==> config.mk <==
export PLATFORM = sky130hd
export DESIGN_NAME = obd_at_command_responder_flat
export DESIGN_NICKNAME = d
export VERILOG_FILES = /design/src/rtl/core/obdr_pkg.sv /design/src/rtl/core/obdr_if.sv /design/src/rtl/core/obdr_front.sv /design/src/rtl/core/obdr_queue.sv /design/src/rtl/core/obdr_back.sv /design/src/rtl/core/obd_at_command_responder.sv /design/src/flat_wrapper.sv
export VERILOG_INCLUDE_DIRS = /design/src /design/src/rtl/core
export SDC_FILE = /design/constraint.sdc
export NUM_CORES = 1
export LEC_CHECK = 0
export BUFFER_PORTS_ARGS = -buffer_cell sky130_fd_sc_hd__buf_2
export CAP_MARGIN = 20
export CORE_AREA = 2 2 173 175
export DETAILED_ROUTE_END_ITERATION = 10
export DIE_AREA = 0 0 175 177
export PLACE_DENSITY = 0.77
export SLEW_MARGIN = 40
export SYNTH_ARGS = -nofsm -noshare
export SYNTH_HDL_FRONTEND = slang
export SYNTH_SLANG_ARGS = --single-unit
==> constraint.sdc <==
create_clock -name clk -period 7.1 [get_ports clk]
set_clock_uncertainty 0.2 [all_clocks]
set_input_delay 0.71 -clock clk [delete_from_list [all_inputs] [get_ports clk]]
set_output_delay 0.71 -clock clk [all_outputs]
set_load 0.02 [all_outputs]
==> src/rtl/core/assert_macros.svh <==
// assertion macros included by the top-level rtl file
// expects clk and arst_n in the including scope
`ifndef ASSERT_MACROS_SVH
`define ASSERT_MACROS_SVH
// checked on every rising edge outside reset
`define ASSERT_CLK(lbl, prop, msg) \
	lbl: assert property (@(posedge clk) disable iff (!arst_n) (prop)) else $error(msg);
// implication form
`define ASSERT_IMPL(lbl, pre, post, msg) \
	lbl: assert property (@(posedge clk) disable iff (!arst_n) (pre) |-> (post)) else $error(msg);
`endif

==> src/rtl/core/obdr_pkg.sv <==
// types, constants and character tables for the command responder
// no dependencies
package obdr_pkg;
	typedef enum logic [2:0] {
		K_ID, K_OK, K_RV, K_AT1, K_MASK, K_RPM, K_TEMP, K_ECHO
	} kind_t;

	typedef struct packed {
		kind_t       kind;
		logic [7:0]  c0;
		logic [7:0]  c1;
		logic [7:0]  c2;
		logic [31:0] data;
	} desc_t;

	localparam logic [31:0] DIV_NUM = 32'hE4E1C000;
	localparam logic [7:0] CH_CR = 8'h0D;
	localparam logic [7:0] CH_GT = 8'h3E;
	localparam logic [7:0] CH_0 = 8'h30;
	localparam logic [7:0] CH_1 = 8'h31;

	localparam logic [7:0] STR_ID [11] = '{8'h45, 8'h4C, 8'h4D, 8'h33, 8'h32, 8'h37,
		8'h20, 8'h76, 8'h31, 8'h2E, 8'h33};
	localparam logic [7:0] STR_RV [5] = '{8'h31, 8'h32, 8'h2E, 8'h36, 8'h56};
	localparam logic [7:0] STR_AT1 [6] = '{8'h46, 8'h46, 8'h6D, 8'h69, 8'h6E, 8'h69};

	function automatic logic [7:0] hex_char(input logic [3:0] n);
		hex_char = (n < 4'd10) ? (8'h30 + {4'd0, n}) : (8'h37 + {4'd0, n});
	endfunction

	// body length, tail of three characters excluded
	function automatic logic [3:0] body_len(input kind_t k);
		case (k)
			K_ID:    body_len = 4'd11;
			K_OK:    body_len = 4'd2;
			K_RV:    body_len = 4'd5;
			K_AT1:   body_len = 4'd6;
			K_MASK:  body_len = 4'd12;
			K_RPM:   body_len = 4'd8;
			K_TEMP:  body_len = 4'd8;
			K_ECHO:  body_len = 4'd4;
			default: body_len = 4'd2;
		endcase
	endfunction

	function automatic logic [7:0] char_at(input desc_t d, input logic [3:0] idx,
			input logic [15:0] v);
		logic [3:0] bl;
		logic [3:0] t;
		logic [7:0] c;
		bl = body_len(d.kind);
		t = idx - bl;
		c = CH_0;
		if (idx >= bl) begin
			c = (t == 4'd1) ? CH_GT : CH_CR;
		end else begin
			case (d.kind)
				K_ID:  c = STR_ID[idx];
				K_OK:  c = (idx == 4'd0) ? 8'h4F : 8'h4B;
				K_RV:  c = STR_RV[idx[2:0]];
				K_AT1: c = STR_AT1[idx[2:0]];
				K_MASK: begin
					case (idx)
						4'd0: c = 8'h34;
						4'd1: c = CH_1;
						4'd2: c = d.c0;
						4'd6: c = (d.c0 == CH_0) ? CH_1 : CH_0;
						4'd10: c = (d.c0 == 8'h32) ? CH_1 : CH_0;
						4'd11: c = (d.c0 == 8'h32) ? 8'h38 : CH_0;
						default: c = CH_0;
					endcase
				end
				K_RPM, K_TEMP: begin
					case (idx)
						4'd0: c = 8'h34;
						4'd1: c = CH_1;
						4'd2: c = (d.kind == K_RPM) ? CH_0 : 8'h33;
						4'd3: c = (d.kind == K_RPM) ? 8'h43 : d.c0;
						4'd4: c = hex_char(v[15:12]);
						4'd5: c = hex_char(v[11:8]);
						4'd6: c = hex_char(v[7:4]);
						default: c = hex_char(v[3:0]);
					endcase
				end
				K_ECHO: begin
					case (idx)
						4'd0: c = 8'h34;
						4'd1: c = d.c0;
						4'd2: c = d.c1;
						default: c = d.c2;
					endcase
				end
				default: c = CH_0;
			endcase
		end
		char_at = c;
	endfunction
endpackage

==> src/rtl/core/obdr_if.sv <==
// channel interfaces for the command responder
// no dependencies
interface obdr_in_if;
	logic        valid;
	logic        ready;
	logic [7:0]  rx_byte;
	logic [15:0] egt_raw;
	logic [15:0] cht_raw;
	logic [31:0] rpm_period;
	modport source(output valid, rx_byte, egt_raw, cht_raw, rpm_period, input ready);
	modport sink(input valid, rx_byte, egt_raw, cht_raw, rpm_period, output ready);
endinterface

interface obdr_out_if;
	logic       valid;
	logic       ready;
	logic [7:0] tx_byte;
	logic       last;
	modport source(output valid, tx_byte, last, input ready);
	modport sink(input valid, tx_byte, last, output ready);
endinterface

==> src/rtl/core/obdr_front.sv <==
// command parser: classifies received bytes into response descriptors
// depends on obdr_pkg
module obdr_front (
	input  logic           clk,
	input  logic           arst_n,
	input  logic           acc,
	input  logic [7:0]     b,
	input  logic [15:0]    egt,
	input  logic [15:0]    cht,
	input  logic [31:0]    per,
	output logic           push,
	output obdr_pkg::desc_t pdata
);
	import obdr_pkg::*;

	typedef enum logic [13:0] {
		P_IDLE = 14'h0001, P_A = 14'h0002, P_AT = 14'h0004, P_ARG = 14'h0008,
		P_S = 14'h0010, P_SH = 14'h0020, P_R = 14'h0040, P_ATAT = 14'h0080,
		P_ZERO = 14'h0100, P_D1 = 14'h0200, P_D2 = 14'h0400, P_EP = 14'h0800,
		P_EQ = 14'h1000, P_SKIP = 14'h2000
	} pstate_t;

	pstate_t st_q, st_n;
	logic [2:0] skip_q, skip_n;
	logic [7:0] mode_q, mode_n, pid_q, pid_n;
	logic resp;
	desc_t d;
	logic [15:0] raw;
	logic [15:0] tcode;

	assign raw = (b == 8'h43) ? egt : cht;
	assign tcode = raw[2] ? 16'd0 :
		({3'd0, raw[14:3], 1'b0} + {5'd0, raw[14:4]} + 16'd400);

	always_comb begin
		st_n = P_IDLE;
		skip_n = skip_q;
		mode_n = mode_q;
		pid_n = pid_q;
		resp = 1'b0;
		d = '{kind: K_OK, c0: b, c1: pid_q, c2: b, data: per};
		case (st_q)
			P_A: if (b == 8'h54) st_n = P_AT;
			P_AT: begin
				case (b)
					8'h5A, 8'h49: begin resp = 1'b1; d.kind = K_ID; end
					8'h45, 8'h4D, 8'h4C, 8'h48, 8'h56: st_n = P_ARG;
					8'h53: st_n = P_S;
					8'h52: st_n = P_R;
					8'h40: st_n = P_ATAT;
					8'h31: resp = 1'b1;
					default: st_n = P_IDLE;
				endcase
			end
			P_ARG: resp = 1'b1;
			P_S: begin
				if (b == 8'h48) begin
					st_n = P_SH;
					skip_n = 3'd6;
				end else if (b == 8'h50) st_n = P_ARG;
				else resp = 1'b1;
			end
			P_SH: begin
				if (skip_q > 3'd1) begin
					skip_n = skip_q - 3'd1;
					st_n = P_SH;
				end else resp = 1'b1;
			end
			P_R: begin
				resp = 1'b1;
				if (b == 8'h56) d.kind = K_RV;
			end
			P_ATAT: begin
				resp = 1'b1;
				if (b == 8'h31) d.kind = K_AT1;
			end
			P_ZERO: begin
				mode_n = b;
				if (b == 8'h31) st_n = P_D1;
				else if ((b >= 8'h32 && b <= 8'h39) || b == 8'h41) st_n = P_EP;
			end
			P_D1: begin
				pid_n = b;
				st_n = P_D2;
			end
			P_D2: begin
				d.c0 = pid_q;
				if (b == CH_0) begin
					resp = 1'b1;
					d.kind = K_MASK;
				end else if (pid_q == CH_0 && b == 8'h43) begin
					resp = 1'b1;
					d.kind = K_RPM;
				end else if (pid_q == 8'h33 && (b == 8'h43 || b == 8'h44)) begin
					resp = 1'b1;
					d.kind = K_TEMP;
					d.c0 = b;
					d.data = {16'd0, tcode};
				end
			end
			P_EP: begin
				pid_n = b;
				st_n = P_EQ;
			end
			P_EQ: begin
				resp = 1'b1;
				d.kind = K_ECHO;
				d.c0 = mode_q;
			end
			P_SKIP: begin
				if (skip_q > 3'd1) begin
					skip_n = skip_q - 3'd1;
					st_n = P_SKIP;
				end else skip_n = 3'd0;
			end
			default: begin
				if (b == 8'h41) st_n = P_A;
				else if (b == CH_0) st_n = P_ZERO;
			end
		endcase
		if (resp) begin
			st_n = P_SKIP;
			skip_n = 3'd1;
		end
	end

	always_ff @(posedge clk or negedge arst_n) begin
		if (!arst_n) begin
			st_q <= P_IDLE;
			skip_q <= 3'd0;
			mode_q <= 8'd0;
			pid_q <= 8'd0;
		end else if (acc) begin
			st_q <= st_n;
			skip_q <= skip_n;
			mode_q <= mode_n;
			pid_q <= pid_n;
		end
	end

	assign push = acc & resp;
	assign pdata = d;
endmodule

==> src/rtl/core/obdr_queue.sv <==
// two-entry descriptor queue between parser and emitter
// depends on obdr_pkg
module obdr_queue (
	input  logic            clk,
	input  logic            arst_n,
	input  logic            push,
	input  obdr_pkg::desc_t wdata,
	input  logic            pop,
	output logic            full,
	output logic            nempty,
	output obdr_pkg::desc_t rdata
);
	import obdr_pkg::*;

	desc_t mem_q [2];
	logic wp_q, rp_q;
	logic [1:0] cnt_q;

	always_ff @(posedge clk) begin
		if (push) mem_q[wp_q] <= wdata;
	end

	always_ff @(posedge clk or negedge arst_n) begin
		if (!arst_n) begin
			wp_q <= 1'b0;
			rp_q <= 1'b0;
			cnt_q <= 2'd0;
		end else begin
			if (push) wp_q <= ~wp_q;
			if (pop) rp_q <= ~rp_q;
			cnt_q <= cnt_q + {1'b0, push} - {1'b0, pop};
		end
	end

	assign full = cnt_q[1];
	assign nempty = (cnt_q != 2'd0);
	assign rdata = mem_q[rp_q];
endmodule

==> src/rtl/core/obdr_back.sv <==
// response emitter: rpm divider and character sequencer with output register
// depends on obdr_pkg
module obdr_back (
	input  logic            clk,
	input  logic            arst_n,
	input  logic            q_nempty,
	input  obdr_pkg::desc_t q_data,
	output logic            q_pop,
	output logic            tvalid,
	input  logic            tready,
	output logic [7:0]      tbyte,
	output logic            tlast
);
	import obdr_pkg::*;

	typedef enum logic [2:0] {
		B_IDLE = 3'b001, B_DIV = 3'b010, B_EMIT = 3'b100
	} bstate_t;

	bstate_t st_q;
	desc_t cur_q;
	logic [15:0] val_q;
	logic [3:0] idx_q;
	logic [31:0] rem_q;
	logic [31:0] dvd_q;
	logic [4:0] cnt_q;
	logic tvalid_q, tlast_q;
	logic [7:0] tbyte_q;
	logic [32:0] rem_sh, rem_sub;
	logic ge, is_last, slot;

	assign rem_sh = {rem_q, dvd_q[31]};
	assign rem_sub = rem_sh - {1'b0, cur_q.data};
	assign ge = ~rem_sub[32];
	assign is_last = (idx_q == body_len(cur_q.kind) + 4'd2);
	assign slot = !tvalid_q || tready;
	assign q_pop = (st_q == B_IDLE) && q_nempty;

	always_ff @(posedge clk) begin
		if (q_pop) begin
			cur_q <= q_data;
			val_q <= (q_data.kind == K_RPM) ? 16'd0 : q_data.data[15:0];
			dvd_q <= DIV_NUM;
			rem_q <= '0;
		end else if (st_q == B_DIV) begin
			rem_q <= ge ? rem_sub[31:0] : rem_sh[31:0];
			dvd_q <= {dvd_q[30:0], ge};
			if (cnt_q == 5'd31) val_q <= {dvd_q[14:0], ge};
		end
		if (st_q == B_EMIT && slot) begin
			tbyte_q <= char_at(cur_q, idx_q, val_q);
			tlast_q <= is_last;
		end
	end

	always_ff @(posedge clk or negedge arst_n) begin
		if (!arst_n) begin
			st_q <= B_IDLE;
			idx_q <= 4'd0;
			cnt_q <= 5'd0;
			tvalid_q <= 1'b0;
		end else begin
			// output register: load a new character or drain the taken one
			if (st_q == B_EMIT && slot) tvalid_q <= 1'b1;
			else if (tready) tvalid_q <= 1'b0;
			case (st_q)
				B_IDLE: begin
					idx_q <= 4'd0;
					cnt_q <= 5'd0;
					if (q_nempty) begin
						st_q <= (q_data.kind == K_RPM && q_data.data != 32'd0) ? B_DIV : B_EMIT;
					end
				end
				B_DIV: begin
					cnt_q <= cnt_q + 5'd1;
					if (cnt_q == 5'd31) st_q <= B_EMIT;
				end
				B_EMIT: begin
					if (slot) begin
						idx_q <= idx_q + 4'd1;
						if (is_last) st_q <= B_IDLE;
					end
				end
				default: st_q <= B_IDLE;
			endcase
		end
	end

	assign tvalid = tvalid_q;
	assign tbyte = tbyte_q;
	assign tlast = tlast_q;
endmodule

==> src/rtl/core/obd_at_command_responder.sv <==
// top level of the command responder: parser, descriptor queue, emitter
// depends on obdr_pkg, obdr_if, obdr_front, obdr_queue, obdr_back, assert_macros.svh

// Takes one received command byte per rx beat together with the sensor words and
// answers complete AT or mode 01..0A commands on tx, one character per beat, with
// last marking the final character (the trailing CR) of each response. A beat is
// taken when the two-entry response queue has room; bytes that complete no command
// leave no tx beats. An rpm response with a nonzero period passes through the restoring
// divider (one quotient bit per cycle) before its characters go out; each response, of
// 5 to 15 characters, goes out as tx takes it; the next entry is fetched only after
// its last character. Sensor words are sampled on the beat that completes a command.
module obd_at_command_responder (
	input logic clk,
	input logic arst_n,
	obdr_in_if.sink    rx,
	obdr_out_if.source tx
);
	import obdr_pkg::*;

	logic acc, push, pop, full, nempty;
	desc_t pdata, qdata;

	// parser stalls only on a full queue
	assign rx.ready = !full;
	assign acc = rx.valid && rx.ready;

	obdr_front u_front (
		.clk(clk), .arst_n(arst_n), .acc(acc), .b(rx.rx_byte),
		.egt(rx.egt_raw), .cht(rx.cht_raw), .per(rx.rpm_period),
		.push(push), .pdata(pdata)
	);

	obdr_queue u_queue (
		.clk(clk), .arst_n(arst_n), .push(push), .wdata(pdata),
		.pop(pop), .full(full), .nempty(nempty), .rdata(qdata)
	);

	obdr_back u_back (
		.clk(clk), .arst_n(arst_n), .q_nempty(nempty), .q_data(qdata),
		.q_pop(pop), .tvalid(tx.valid), .tready(tx.ready),
		.tbyte(tx.tx_byte), .tlast(tx.last)
	);

`include "assert_macros.svh"
	`ASSERT_IMPL(a_push_room, push, !full, "descriptor pushed into full queue")
	`ASSERT_IMPL(a_pop_data, pop, nempty, "descriptor popped from empty queue")
	`ASSERT_CLK(a_no_push_idle, !(push && !acc), "descriptor pushed without rx beat")
endmodule
==> src/flat_wrapper.sv <==
// flat-port wrapper written by rule: the top's interface ports become plain ports
module obd_at_command_responder_flat import obdr_pkg::*;
  (clk, arst_n, rx_valid, rx_rx_byte, rx_egt_raw, rx_cht_raw, rx_rpm_period, rx_ready, tx_valid, tx_tx_byte, tx_last, tx_ready);
  obdr_in_if rx_i ();
  obdr_out_if tx_i ();
  input logic clk;
  input logic arst_n;
  input wire logic [$bits(rx_i.valid)-1:0] rx_valid;
  input wire logic [$bits(rx_i.rx_byte)-1:0] rx_rx_byte;
  input wire logic [$bits(rx_i.egt_raw)-1:0] rx_egt_raw;
  input wire logic [$bits(rx_i.cht_raw)-1:0] rx_cht_raw;
  input wire logic [$bits(rx_i.rpm_period)-1:0] rx_rpm_period;
  output wire logic [$bits(rx_i.ready)-1:0] rx_ready;
  output wire logic [$bits(tx_i.valid)-1:0] tx_valid;
  output wire logic [$bits(tx_i.tx_byte)-1:0] tx_tx_byte;
  output wire logic [$bits(tx_i.last)-1:0] tx_last;
  input wire logic [$bits(tx_i.ready)-1:0] tx_ready;
  assign rx_i.valid = rx_valid;
  assign rx_i.rx_byte = rx_rx_byte;
  assign rx_i.egt_raw = rx_egt_raw;
  assign rx_i.cht_raw = rx_cht_raw;
  assign rx_i.rpm_period = rx_rpm_period;
  assign rx_ready = rx_i.ready;
  assign tx_valid = tx_i.valid;
  assign tx_tx_byte = tx_i.tx_byte;
  assign tx_last = tx_i.last;
  assign tx_i.ready = tx_ready;
  obd_at_command_responder u_core (.clk(clk), .arst_n(arst_n), .rx(rx_i), .tx(tx_i));
endmodule
==> After elaboration in Yosys (flattened, before gate mapping) <==
Memory sizes are Yosys's and may differ from the RTL's. A register that Yosys moved wholly into a read port is not among the register bits.
Cells that the tools add are included.
{ "totals": {"ff_bits": 198, "latch_bits": 0, "ram_bits": 118, "romBits": 320, "out_inout_bits": 11, "word_cells": 242, "mem_count": 6} }
{ "op_classes": {"addsub": 18, "mul": 0, "n_div": 0, "magnitude_cmp": 10, "n_eq_ne": 62, "shift": 0, "n_mux": 84, "bitwise_logic": 6, "n_reduce_logical": 35} }
{ "memory_table": {"columns": ["name", "words", "word_bits", "rd", "rd_ports_with_merged_regs", "write_ports", "line", "rtl"], "rows": [
  ["(name not given)", 16, 8, 1, 0, 0, "obdr_pkg.sv:58", "K_ID: c = STR_ID[idx];"],
  ["u_core.u_queue.mem_q", 2, 59, 1, 0, 1, "obdr_queue.sv:15", "desc_t mem_q [2];"],
  ["(name not given)", 8, 8, 1, 0, 0, "obdr_pkg.sv:61", "K_AT1: c = STR_AT1[idx[2:0]];"],
  ["(name not given)", 8, 8, 1, 0, 0, "obdr_pkg.sv:60", "K_RV: c = STR_RV[idx[2:0]];"],
  ["(name not given)", 8, 4, 1, 1, 0, "obdr_pkg.sv:33", "case (k)"],
  ["(name not given)", 8, 4, 1, 1, 0, "obdr_pkg.sv:33", null]
]} }
{ "op_table": {"columns": ["cell", "n"], "rows": [
  ["32-bit two-way mux", 5],
  ["14-bit one-hot mux with 9 select lines", 1],
  ["8-bit by 7-bit equality test with 1-bit output, second input constant", 15],
  ["8-bit one-hot mux with 7 select lines", 2],
  ["8-bit two-way mux", 10],
  ["16-bit two-way mux", 4],
  ["6-bit by 4-bit adder with 7-bit output, first input constant", 8],
  ["8-bit by 6-bit equality test with 1-bit output, second input constant", 6],
  ["8-bit one-hot mux with 6 select lines", 1],
  ["3-bit two-way mux", 15],
  ["33-bit by 32-bit subtractor with 33-bit output", 1],
  ["8-bit one-hot mux with 4 select lines", 1],
  ["32-bit nonzero test", 1],
  ["15-bit two-way mux", 2],
  ["14-bit two-way mux", 2],
  ["7-bit two-way mux", 4],
  ["12-bit two-way mux", 2],
  ["8-bit one-hot mux with 3 select lines", 1],
  ["3-bit equality test, second input constant", 6],
  ["6-bit two-way mux", 3],
  ["9-bit two-way mux", 2],
  ["3-bit one-hot mux with 3 select lines", 2],
  ["4-bit < comparator, second input constant", 4],
  ["4-bit two-way mux", 4],
  ["64 further kinds", 113]
]} }

==> Longest topological paths before layout <==
{ "depth": {"depth_word": 10, "mapped_depth": 19, "ltp_nobuf": 18} }

==> Modules after synthesis <==
From an unflattened synthesis, not the netlist that was laid out.
{ "unflattened": {"hier_cells": 1731, "area_unflattened_um2": 17941.0} }
{ "by_module_without_submodules": {"columns": ["mod", "instances", "cells_per_inst", "area_each_um2", "seq_area_each_um2"], "rows": [
  ["obdr_back", 1, 1075, 9511.6, 4210.3],
  ["obdr_queue", 1, 198, 4753.3, 3643.5],
  ["obdr_front", 1, 456, 3666.0, 827.0],
  ["obd_at_command_responder", 1, 2, 10.0, 0.0]
]} }

==> Least setup slack after synthesis <==
No wires, ideal clock.
{ "synth_timing": {"kind": "input-to-reg", "from": "input rx_rx_byte[5]", "to": "memory u_core.u_queue.mem_q[0][0] (netlist bit), enable pin", "arrival_ns": 4.788, "required_time_ns": 6.424, "setup_slack_ns": 1.636, "cell_stages": 9, "path_buffers": 1, "path_cell_list": "or3b_4 nor2_4 o21ai_1 nor4_2 o21ai_1 and4_1 nand2b_1 buf_2 nor2_1"} }
{ "synth_via": {"elab_chain_len": 10, "word_cells_on_any_way": 22, "cone_classes": "eq/ne: 8; mux: 9; bitwise: 1; reduce/logical: 4"} }
{ "synth_lines": {"columns": ["item", "line", "rtl"], "rows": [
  ["start, declared", "flat_wrapper.sv:9", "input wire logic [$bits(rx_i.rx_byte)-1:0] rx_rx_byte;"],
  ["8-bit by 7-bit equality test with 1-bit output (on tied branches)", "obdr_front.sv:91, obdr_front.sv:94", null],
  ["1-bit logical OR", "obdr_front.sv:94", "end else if (pid_q == 8'h33 && (b == 8'h43 || b == 8'h44)) begin"],
  ["1-bit logical AND", "obdr_front.sv:94", null],
  ["1-bit two-way mux", "obdr_front.sv:94", null],
  ["1-bit two-way mux", "obdr_front.sv:91", "end else if (pid_q == CH_0 && b == 8'h43) begin"],
  ["1-bit two-way mux", "obdr_front.sv:88", "if (b == CH_0) begin"],
  ["1-bit one-hot mux with 5 select lines (*)", "obdr_front.sv:42", "case (st_q)"],
  ["1-bit bitwise AND (*)", "obdr_front.sv:141", "assign push = acc & resp;"],
  ["1-bit two-way mux (*)", "obdr_queue.sv:20", "if (push) mem_q[wp_q] <= wdata;"],
  ["1-bit two-way mux (not written as such) (*)", "obdr_queue.sv:20", null],
  ["end, declared", "obdr_queue.sv:15", null]
]} }
Mark *: on every way between the ends. The rest lies on a longest branch, timed or not.

==> results.yml <==
run_status:
  run_status: "complete, no violations"
grt:
  antenna_found_initial: 0
  grt_pass1_wl_mm: 61.36
  grt_use_total_pct: 24.51
  grt_max_degree: 94
  via_count_of_the_first_global_routing_pass: 12070
  grt.overflow.total: 0
die:
  rows: 63
  die_h_um: 177
  die_area_um2: 30980
  design.core.area_um2: 29240
  chipWidth_um: 175
  initial_core_util_pct: 58.89
  io_pins: 87
synth:
  synthesis.instances: 1670
  synth_flop_cell: "sky130_fd_sc_hd__edfxtp_1"
  syn_avg_cell_area_um2: 10.31
  total_of_flip_flops_plus_latches_after_synthesis: 320
  synth_top_cells_by_area: "sky130_fd_sc_hd__edfxtp_1 35%, sky130_fd_sc_hd__dfxtp_1 7.9%, sky130_fd_sc_hd__dfrtp_1 7.0%, sky130_fd_sc_hd__ha_1 5.4%, sky130_fd_sc_hd__nand2_1 4.7%"
  synth_fa_ha_area_share_pct: 5.797
  yosys.cell_types.count: 91
  synth_edf_count: 202
  synth_top_family_by_area: "compound AO/OA/AOI/OAI gates"
  yosysTopAreaCell: "sky130_fd_sc_hd__edfxtp_1"
  synth_compound_gate_area_share_pct: 15.54
  xor_xnor_cell_area_share_of_the_yosys_netlist_pct: 2.950
  synthMuxAreaShare_pct: 7.258
  mappedNetlistNets: 1824
  synth_simple_gate_area_share_pct: 13.75
  synthesis.yosys.warnings: 0
  sequential_fraction_of_the_synthesis_area_pct: 50.40
  synth_async_sr_flop_share_pct: 15.63
  synth.cell_area_um2: 17220
  synth_top_area_share_pct: 35.22
clock_tree:
  cts_tree: "done"
  cts_hold_buffers: 0
  cts_inserted_buffers: 35
  numClockSinks: 320
  post_cts_resize_count: 0
  cts_post_setup_buffers_inserted: 0
  cts.reportedPaths.clkPinSlew_ns: 0.06
  cts_buffer_depth: 3
  ctsRootBufferMaster: "sky130_fd_sc_hd__clkbuf_16"
  htreeDepth: 2
  worst_skew_pair.late_latency_ns: 0.52
place:
  post-place-ws_ns: 2.157
  routabilityCongestion: 0.9242
  dp.final_hpwl_mm: 26.35
  post_dp_cell_area_um2: 17920
  place.port_buffers: 80
routing:
  drt_wl_total_mm: 37.91
  drt-pass1-iter-count: 5
  post_drt_wl_per_cell_um: 17.71
  detailedRoute.firstIterationViolations: 1124
  antenna_left: 0
  drcViolationCount: 0
  drt-vias-per-instance: 5.981
  detailroute.via_count: 12800
timing:
  final.setup.tns_ns: 0
  setup_slack_ns: 2.621
  max-slew-margin-rel_pct: 39.53
  setup_viol: 0
  timing_worst_slew_pin_value_ns: 0.9050
  fin_crit_ns: 4.479
  max_clock_freq_ghz: 0.2232
  finalMaxSlewViolations: 0
  rsz0062_at_grt: "no"
  number_of_hold_slack_violations_in_the_final_timing_report: 0
  period_share_pct: 63.09
finish:
  final_core_util_pct: 65.52
  drive_above_1_share_pct: 13.89
  finish.instance_area_um2: 19160
  filler_cell_count: 2300
  top_library_cells_by_usage_in_the_layout_fill_and_taps_aside: "213 x sky130_fd_sc_hd__nand2_1, 202 x sky130_fd_sc_hd__edfxtp_1, 124 x sky130_fd_sc_hd__a21oi_1"
  mostFrequentLayoutCell: "sky130_fd_sc_hd__nand2_1"
  finalNetCount: 1877
  n_antenna_cell: 0
  area_delta_synth_final_pct: 11.25
power_and_ir_drop:
  power_density_nw_per_um2: 378.9
  design_power_total_w: 0.007260
  peakVddDrop_v: 0.0002303
  leakage_nw: 7.865
critical_path:
  peak_fanout_along_the_critical_path: 14
  crit_path_start_kind: "input pin"
  worst_setup_path_end_kind: "flop"
  setup.worst_path.class: "input pin to flop"
  required_ns: 7.20
  arrival_ns: 4.58
job:
  max_cap_viol_count: 0
worst_hold_path:
  hold_wc_path_type: "input pin to asynchronous set/reset pin"
## flip-flops by register name (all words and copies together), names as in the netlist, 4 cells and up, named ones only
signal,cells
u_core.u_queue.mem_q,118
u_core.u_back.cur_q,59
u_core.u_back.dvd_q,32
u_core.u_back.rem_q,32
u_core.u_back.val_q,16
u_core.u_front.st_q,14
u_core.u_back.tbyte,8
u_core.u_front.mode_q,8
u_core.u_front.pid_q,8
u_core.u_back.cnt_q,5
u_core.u_back.idx_q,4
## cell type report
type | instances | area, um2 | area share (%)
flip-flops and latches | 320 | 8682 | 45.31
clock inverters | 19 | 245.2 | 1.280
repair buffers | 93 | 521.8 | 2.723
inverters | 109 | 409.1 | 2.135
well taps | 390 | 488.0 | 2.547
multi-input cells | 1164 | 7848 | 40.96
clock buffers | 45 | 965.9 | 5.041
## worst paths after layout
check	from	to	slack, ns	cells after the start
min in group clk	u_core.u_back.dvd_q[19]$_SDFFE_PP0P_	u_core.u_back.dvd_q[20]$_SDFFE_PP0P_	0.25	2
worst min register to register	u_core.u_back.dvd_q[19]$_SDFFE_PP0P_	u_core.u_back.dvd_q[20]$_SDFFE_PP0P_	0.25	2
worst min-delay path	arst_n	u_core.u_front.st_q[5]$_DFFE_PN0P_	0.10	2
worst max register to register	u_core.u_front.st_q[13]$_DFFE_PN0P_	u_core.u_queue.mem_q[0][21]$_DFFE_PP_	2.90	9
max in group asynchronous	arst_n	u_core.u_queue.rp_q$_DFFE_PN0P_	6.11	2
worst max-delay path	rx_rx_byte[5]	u_core.u_queue.mem_q[0][12]$_DFFE_PP_	2.62	19
## through the flow
stage | std cells | hold WS (ns)
CTS | 2139 | 0.1223
global placement | 2075 | 0.2416
global route | 2140 | 0.1590
finish | 2140 | 0.1010
floorplan | 1670 | 0.2144
detailed placement | 2075 | 0.2475
## metal layers
metal / vias to the layer above / wire, um / global-route usage (%)
met5: - / 0 / 0
met4: 0 / 962 / 7.465
met3: 73 / 2410 / 3.866
met2: 423 / 17280 / 39.05
met1: 6119 / 17250 / 34.78
li1: 6184 / - / -
## logic make-up (layout without fill, tap and decap cells)
logic type / Yosys count / after routing
AO/OA/AOI/OAI: 421 / 421
XOR/XNOR: 58 / 58
adder cells (fa/ha/maj): 78 / 78
buffers and inverters: 186 / 266
flip-flops: 320 / 320
multiplexers: 117 / 117
AND/OR/NAND/NOR: 490 / 490
## synthesized netlist by cell type (all sizes together) (8+ instances only)
| master | instances |
|---|---|
| buf | 16 |
| ha | 75 |
| nand4 | 21 |
| clkbuf | 61 |
| dfxtp | 68 |
| nor2b | 15 |
| xor2 | 20 |
| a21o | 24 |
| and2 | 28 |
| mux2i | 54 |
| nand3 | 42 |
| nor3 | 24 |
| mux2 | 63 |
| nor4 | 12 |
| nand2b | 19 |
| o21a | 8 |
| inv | 108 |
| a22oi | 14 |
| xnor2 | 38 |
| o22ai | 12 |
| a31oi | 11 |
| nand2 | 214 |
| o211ai | 12 |
| o31ai | 22 |
| o21ai | 124 |
| nor2 | 74 |
| a21oi | 125 |
| a211oi | 9 |
| edfxtp | 202 |
| dfrtp | 48 |
## critical path, stage by stage
cell                       delay (ns)
sky130_fd_sc_hd__buf_2           0.15
sky130_fd_sc_hd__or3b_4          0.43
sky130_fd_sc_hd__nor2_4          0.18
sky130_fd_sc_hd__nand4_4         0.31
sky130_fd_sc_hd__mux2i_1         0.32
sky130_fd_sc_hd__inv_1           0.07
sky130_fd_sc_hd__ha_1            0.31
sky130_fd_sc_hd__ha_1            0.21
sky130_fd_sc_hd__inv_1           0.07
sky130_fd_sc_hd__fa_1            0.19
sky130_fd_sc_hd__nor2b_1         0.05
sky130_fd_sc_hd__o21ai_0         0.19
sky130_fd_sc_hd__nand2b_1        0.12
sky130_fd_sc_hd__a21o_1          0.18
sky130_fd_sc_hd__a21o_1          0.20
sky130_fd_sc_hd__a31oi_1         0.28
sky130_fd_sc_hd__o21ai_0         0.17
sky130_fd_sc_hd__xnor2_1         0.14
sky130_fd_sc_hd__o21ai_0         0.28
## power by group
group	switching (W)	internal (W)	total, W
sequential	0.000309	0.00245	0.00276
combinational	0.00162	0.00100	0.00262
clock	0.000726	0.00115	0.00188
total	0.00265	0.00461	0.00726
Note: power is estimated with default switching activity, not from simulation.
